## config.mk

```make
export PLATFORM = sky130hd
export DESIGN_NAME = dbe_table
export DESIGN_NICKNAME = d
export VERILOG_FILES = /design/src/sv/dbe_pkg.sv /design/src/sv/dbe_table.sv
export SDC_FILE = /design/constraint.sdc
export NUM_CORES = 2
export LEC_CHECK = 0
export BUFFER_PORTS_ARGS = -buffer_cell sky130_fd_sc_hd__buf_2
export CAP_MARGIN = 0
export CORE_MARGIN = 1.5
export CORE_UTILIZATION = 25
export CTS_BUF_LIST = sky130_fd_sc_hd__clkbuf_8
export CTS_CLUSTER_DIAMETER = 80
export DETAILED_ROUTE_END_ITERATION = 8
export GPL_ROUTABILITY_DRIVEN = 0
export GPL_TIMING_DRIVEN = 0
export HOLD_SLACK_MARGIN = 0.05
export PLACE_DENSITY = 0.44
export SYNTH_ARGS = -nofsm -noshare
export SYNTH_HDL_FRONTEND = slang
export SYNTH_SLANG_ARGS = --single-unit
```

## constraint.sdc

```tcl
create_clock -name clk_i -period 2.8 [get_ports clk_i]
set_clock_uncertainty 0.15 [all_clocks]
set_input_delay 0 -clock clk_i [delete_from_list [all_inputs] [get_ports clk_i]]
set_output_delay 0 -clock clk_i [all_outputs]
set_load 0.05 [all_outputs]
```

## src/sv/dbe_pkg.sv

```systemverilog
// ----------------------------------------------------------------------------
// dbe_pkg
// shared codes and defaults for the distributed barrier engine
// ----------------------------------------------------------------------------
package dbe_pkg;

  localparam int unsigned DEF_BARRIER_SLOTS = 256;
  localparam int unsigned DEF_MAX_HOSTS     = 64;
  localparam int unsigned DEF_GEN_BITS      = 32;

  // fixed field widths and the message cap
  localparam int unsigned HOST_W  = 6;
  localparam int unsigned HCNT_W  = 7;
  localparam int unsigned BID_W   = 8;
  localparam int unsigned PART_W  = 16;
  localparam int unsigned MGEN_W  = 32;
  localparam int unsigned MASK_W  = 64;
  localparam int unsigned CFG_W   = 7;
  localparam int unsigned MAX_MSG = 63;

  localparam logic [1:0] OP_LOCAL  = 2'd0;
  localparam logic [1:0] OP_REMOTE = 2'd1;
  localparam logic [1:0] OP_BREAK  = 2'd2;

  localparam logic [1:0] ST_OK      = 2'd0;
  localparam logic [1:0] ST_INVAL   = 2'd1;
  localparam logic [1:0] ST_FAILPRE = 2'd2;

  localparam logic [1:0] WAKE_NONE = 2'd0;
  localparam logic [1:0] WAKE_ADV  = 2'd1;
  localparam logic [1:0] WAKE_BRK  = 2'd2;

  localparam logic KIND_ARRIVE  = 1'b0;
  localparam logic KIND_RELEASE = 1'b1;

  localparam logic [1:0] CFG_LOCAL_HOST = 2'd0;
  localparam logic [1:0] CFG_HOST_COUNT = 2'd1;
  localparam logic [1:0] CFG_LINK       = 2'd2;

endpackage

```

## src/sv/dbe_table.sv

```systemverilog
// ----------------------------------------------------------------------------
// dbe_table
// barrier slot table: one write port, one read port, registered read data
// ----------------------------------------------------------------------------
module dbe_table #(
  parameter int unsigned SLOTS   = dbe_pkg::DEF_BARRIER_SLOTS,
  parameter int unsigned ENTRY_W = 8,
  parameter int unsigned ADDR_W  = 8
) (
  input  logic               clk_i,
  input  logic               rd_en_i,
  input  logic [ADDR_W-1:0]  rd_addr_i,
  output logic [ENTRY_W-1:0] rd_data_o,
  input  logic               wr_en_i,
  input  logic [ADDR_W-1:0]  wr_addr_i,
  input  logic [ENTRY_W-1:0] wr_data_i
);

  logic [ENTRY_W-1:0] mem_q [SLOTS];

  always_ff @(posedge clk_i) begin
    if (wr_en_i) begin
      mem_q[wr_addr_i] <= wr_data_i;
    end
  end

  always_ff @(posedge clk_i) begin
    if (rd_en_i) begin
      rd_data_o <= mem_q[rd_addr_i];
    end
  end

endmodule

```

### Yosys cells after proc, flatten, opt, wreduce, memory -nomap -nowiden

Memories as Yosys holds them, arrays and structs flattened. A register that Yosys moved wholly into a read port is not among the register bits.
Index checks and enable logic that the tools add are counted.

* bits of input ports: 27
* word-level logic and storage cells: 3
* memories: 1
* RAM bits: 2048
* register bits after elaboration: 0

Memories
* mem_q: depth 256, bits a word 8, read ports 1, clocked after memory_dff 1, write ports 1, line dbe_table.sv:19 `logic [ENTRY_W-1:0] mem_q [SLOTS];`

* multiplexer cells: 2

Operators with widths (number)
* $mux W1: 2

### Longest topological paths before layout

* depth after elaboration: 2
* mapped depth: 11

### Worst setup path after synthesis

Ideal clock, no wire load.

* path type: in2reg
* start: in rd_addr_i[0]
* end: reg rd_data_o[2] (read register of mem_q), data pin
* stages: 9
* setup slack: 0.574 ns
* data arrival time: 1.807 ns
* buffers on the path: 4
* data required time: 2.381 ns
* path through: buf_6 buf_12 buf_8 buf_2 mux4_2 a22oi_1 a21oi_1 nor4_1 nor4_2

RTL lines
* start, declared: line dbe_table.sv:12 `input logic [ADDR_W-1:0] rd_addr_i,`
* end, declared: line dbe_table.sv:13 `output logic [ENTRY_W-1:0] rd_data_o,`

### Worst setup path after layout

* start: in wr_addr_i[0]
* end: mem mem_q[253][5], enable pin

RTL lines
* start, declared: line dbe_table.sv:15 `input logic [ADDR_W-1:0] wr_addr_i,`
* end, declared: line dbe_table.sv:19

Straight into the memory's write port.

==> run_results.csv <==
group,metric,value,unit
timing,hold_violations,0,
synth,ys_ff_latch,2056,
synth,synthesis.area,79600,um2
synth,synth_cell_types,54,
final_layout,register_area,61700,um2
final_layout,final_cells,8674,
timing,worst_slack,-0.259,ns
synth,synth_edf_count,2056,
die,core_area,318000,um2
placement,dpl.hpwl,185000,um
power_and_ir_drop,p_leak,28.6,nW
final_layout,syn_to_final_growth,17.6,%
critical_path,worstSetupPathType,"primary input to flop",
final_layout,layout-drive-gt1-share,27.5,%
clocking,cts_tree,"done",
critical_path,crit_path_start_kind,"primary input",
synth,avgSynthCellArea,21.3,um2
critical_path,path_buf_inv,3,
grt,grt_use_met3,3.19,%
critical_path,cp_data_arrival_time,3.56,ns
clocking,numCtsBuffers,375,
synth,synthArstFlopShare,0,%
drt,route.final.wire_length,284000,um
timing,max_clock_freq,327,MHz
clocking,clk_pin_slew,0.06,ns
placement,placed_area,85600,um2
drt,wl_per_cell,32.7,um
die,rows,207,
status,status,"finished, violations left",
clocking,cts-root-buf,"clkbuf_8",
final_layout,design_area,93700,um2
grt,grt-ovfl-total,0,
timing,fin_tns_setup,-13.81,ns
die,fp.dieH,567,um
timing,worstMarginPinSlew,1.28,ns
critical_path,max_stage_delay,0.92,ns
final_layout,fillers,31200,
synth,synth_top_flop_cell,"edfxtp_1",
hold_path,hp-class,"primary input to flop",
placement,pre_cts_ws,-2.83,ns
critical_path,crit_top_cell,"clkbuf_1",
critical_path,slowest_stage,"dlygate4sd3_1",
grt,grt_pass1_wl,377000,um
drt,drcViolationCount,0,
grt,grt-busiest-layer,"met2",
clocking,clk_latency,1.10,ns
final_layout,nets,4239,
timing,slew_viol_final,0,
placement,dpl.cell_count,7956,
final_layout,multi_input_area,17200,um2
power_and_ir_drop,vdd_drop_max,0.329,mV
critical_path,cp_top_family,"buffers and inverters",
grt,first_global_vias,42700,
synth,synth.net_count,3760,
grt,met1_usage,23.2,%
die,dieArea,322000,um2
placement,port_buffers,27,
drt,vias_per_cell,4.87,
drt,via_count,42200,
synth,yosysSeqAreaShare,77.5,%
timing,min_period,3.06,ns
die,pin_count,35,
die,initial_core_util,25.1,%
die,chipWidth,567,um
synth,yosys_warnings,0,
flow_run,drv_cap,0,
drt,drt_iter0_markers,5056,
timing,timing.slew.headroom,14.3,%
clocking,cts_sinks,2056,
timing,setup_viol,195,
synth,synthCells,3733,
critical_path,critPathRequiredTime,3.30,ns
timing,timing.final.crit_share,109,%
status,violations,"setup timing",
critical_path,path_cells,"clkbuf_1, nor2b_1, clkbuf_1, nand4_1, dlygate4sd3_1, nor2_1",
timing,rsz0062_at_grt,"true",
drt,first_pass_iters,8,
clocking,cts.path.max_buffers,4,
power_and_ir_drop,power_density,683,nW/um2
drt,drtAntennaViolNets,0,
critical_path,crit_path_end_kind,"flop",
grt,grt.total_usage,17.2,%
grt,met2_usage,27.7,%
grt,antenna_found_initial,24,
critical_path,cp_max_fo,11,
clocking,htree_levels,5,
grt,grt_max_degree,149,
path summary, 6_finish.rpt:
kind,start,endpoint,slack [ns],cells past startpoint
setup reg to reg,mem_q[211][5],rd_data_o[5],-0.02,6
setup / recovery,wr_addr_i[0],mem_q[253][5],-0.26,6
hold reg to reg,mem_q[32][5],rd_data_o[5],1.29,6
hold / removal,wr_addr_i[4],mem_q[99][2],0.07,4
synth_stat cells (2+ instances only):
| cell type | n | area, um2 |
|---|---|---|
| a2111oi_0 | 2 | 17.5 |
| a2111oi_1 | 2 | 20.0 |
| a211oi_1 | 16 | 120 |
| a21oi_1 | 96 | 480 |
| a221oi_1 | 13 | 114 |
| a22o_1 | 8 | 70.1 |
| a22oi_1 | 133 | 998 |
| a311oi_1 | 2 | 17.5 |
| a31oi_1 | 2 | 12.5 |
| and2_1 | 6 | 37.5 |
| and3b_1 | 2 | 17.5 |
| buf_1 | 22 | 82.6 |
| buf_12 | 8 | 160 |
| buf_2 | 31 | 155 |
| buf_4 | 27 | 203 |
| buf_6 | 21 | 236 |
| buf_8 | 13 | 195 |
| clkbuf_1 | 111 | 417 |
| edfxtp_1 | 2056 | 61700 |
| mux2i_1 | 134 | 1340 |
| mux4_1 | 2 | 52.6 |
| mux4_2 | 454 | 10200 |
| nand2_1 | 33 | 124 |
| nand2b_1 | 8 | 50.1 |
| nand3_1 | 34 | 170 |
| nand3b_1 | 2 | 15.0 |
| nand4_1 | 10 | 62.6 |
| nor2_1 | 282 | 1060 |
| nor2b_1 | 31 | 194 |
| nor3_1 | 22 | 110 |
| nor4_1 | 24 | 150 |
| nor4_2 | 3 | 37.5 |
| o211ai_1 | 10 | 75.1 |
| o21ai_0 | 10 | 50.1 |
| o21ai_1 | 2 | 10.0 |
| o221ai_1 | 46 | 403 |
| o22a_1 | 5 | 43.8 |
| o22ai_1 | 28 | 175 |
| o32ai_1 | 4 | 35.0 |
| or2_2 | 4 | 25.0 |
final cells by class:
| type | instances | area share [%] |
|---|---|---|
| sequential | 2056 | 65.9 |
| buffer | 231 | 1.72 |
| timing repair buffer | 104 | 1.41 |
| multi-input combinational | 1442 | 18.4 |
| tap | 4180 | 5.58 |
| antenna | 14 | 0.0374 |
| clock buffer | 380 | 5.58 |
| clock inverter | 265 | 1.36 |
| inverter | 2 | 0.00802 |
sequential cells by signal, indices dropped and copies added, names as in the netlist:
name       cells
mem_q       2048
rd_data_o      8
per-layer routing:
metal	vias up	wire length, um
met3	503	19900
met4	2	11200
met5	-	13
met2	1920	133000
met1	23000	120000
li1	16800	-
metrics by stage:
step,hold slack (ns),power (mW),util [%]
floorplan,-0.0511,36.3,-
global placement,0.182,38.6,26.8
detailed placement,0.0749,38.5,26.9
CTS,-0.133,64.4,29.4
global route,0.0433,65.7,29.5
finish,0.0726,64.0,29.5
cell usage in the layout (no fill, tap or decap), types with 9 or more instances in the layout:
cell,n
nor2b_1,26
nor3_2,11
clkbuf_1,48
clkbuf_2,50
nor2_1,237
buf_4,36
edfxtp_1,2056
dlygate4sd3_1,53
clkbuf_8,380
nand4_1,10
o22ai_1,28
a22oi_1,133
nor4_4,19
nand3_1,34
o21ai_0,10
inv_1,108
o221ai_1,46
mux4_2,454
a21oi_1,95
buf_16,19
clkbuf_4,9
buf_6,21
clkinv_1,104
buf_2,55
mux2i_1,134
diode_2,14
nor2_2,41
clkinv_2,36
buf_8,22
o211ai_1,10
nand2_1,33
buf_12,9
a211oi_1,13
worst register-to-register path, delay by kind of cell, from the launching register on:
| kind | cells | cell delay (ns) |
|---|---|---|
| AO/OA/AOI/OAI | 3 | 1.09 |
| flip-flops | 1 | 0.36 |
| multiplexers | 1 | 0.51 |
| AND/OR/NAND/NOR | 2 | 0.42 |
cells by family (layout without fill, tap and decap cells):
| family | count (synthesis) | in the layout | synth area share (%) |
|---|---|---|---|
| flip-flops | 2056 | 2056 | 77.5 |
| other | 0 | 14 | 0 |
| AO/OA/AOI/OAI | 385 | 385 | 3.42 |
| multiplexers | 591 | 591 | 14.6 |
| buffers and inverters | 235 | 982 | 1.83 |
| AND/OR/NAND/NOR | 466 | 466 | 2.63 |
timing repair:
action | CTS | global route
buffers inserted | 2 | 0
hold endpoints to repair | 2808 | 54
resized for setup | 177 | 33
pin swaps | 11 | 3
hold buffers | 55 | 4
setup endpoints to repair | 207 | 206
where the power goes:
| part | total, mW | leakage [nW] | switching (mW) | internal (mW) |
|---|---|---|---|---|
| Combinational | 4.18 | 6.43 | 2.93 | 1.25 |
| Sequential | 34.0 | 18.5 | 0.0176 | 34.0 |
| Clock | 25.8 | 3.72 | 12.6 | 13.2 |
Power figures use the tool's default switching activity.
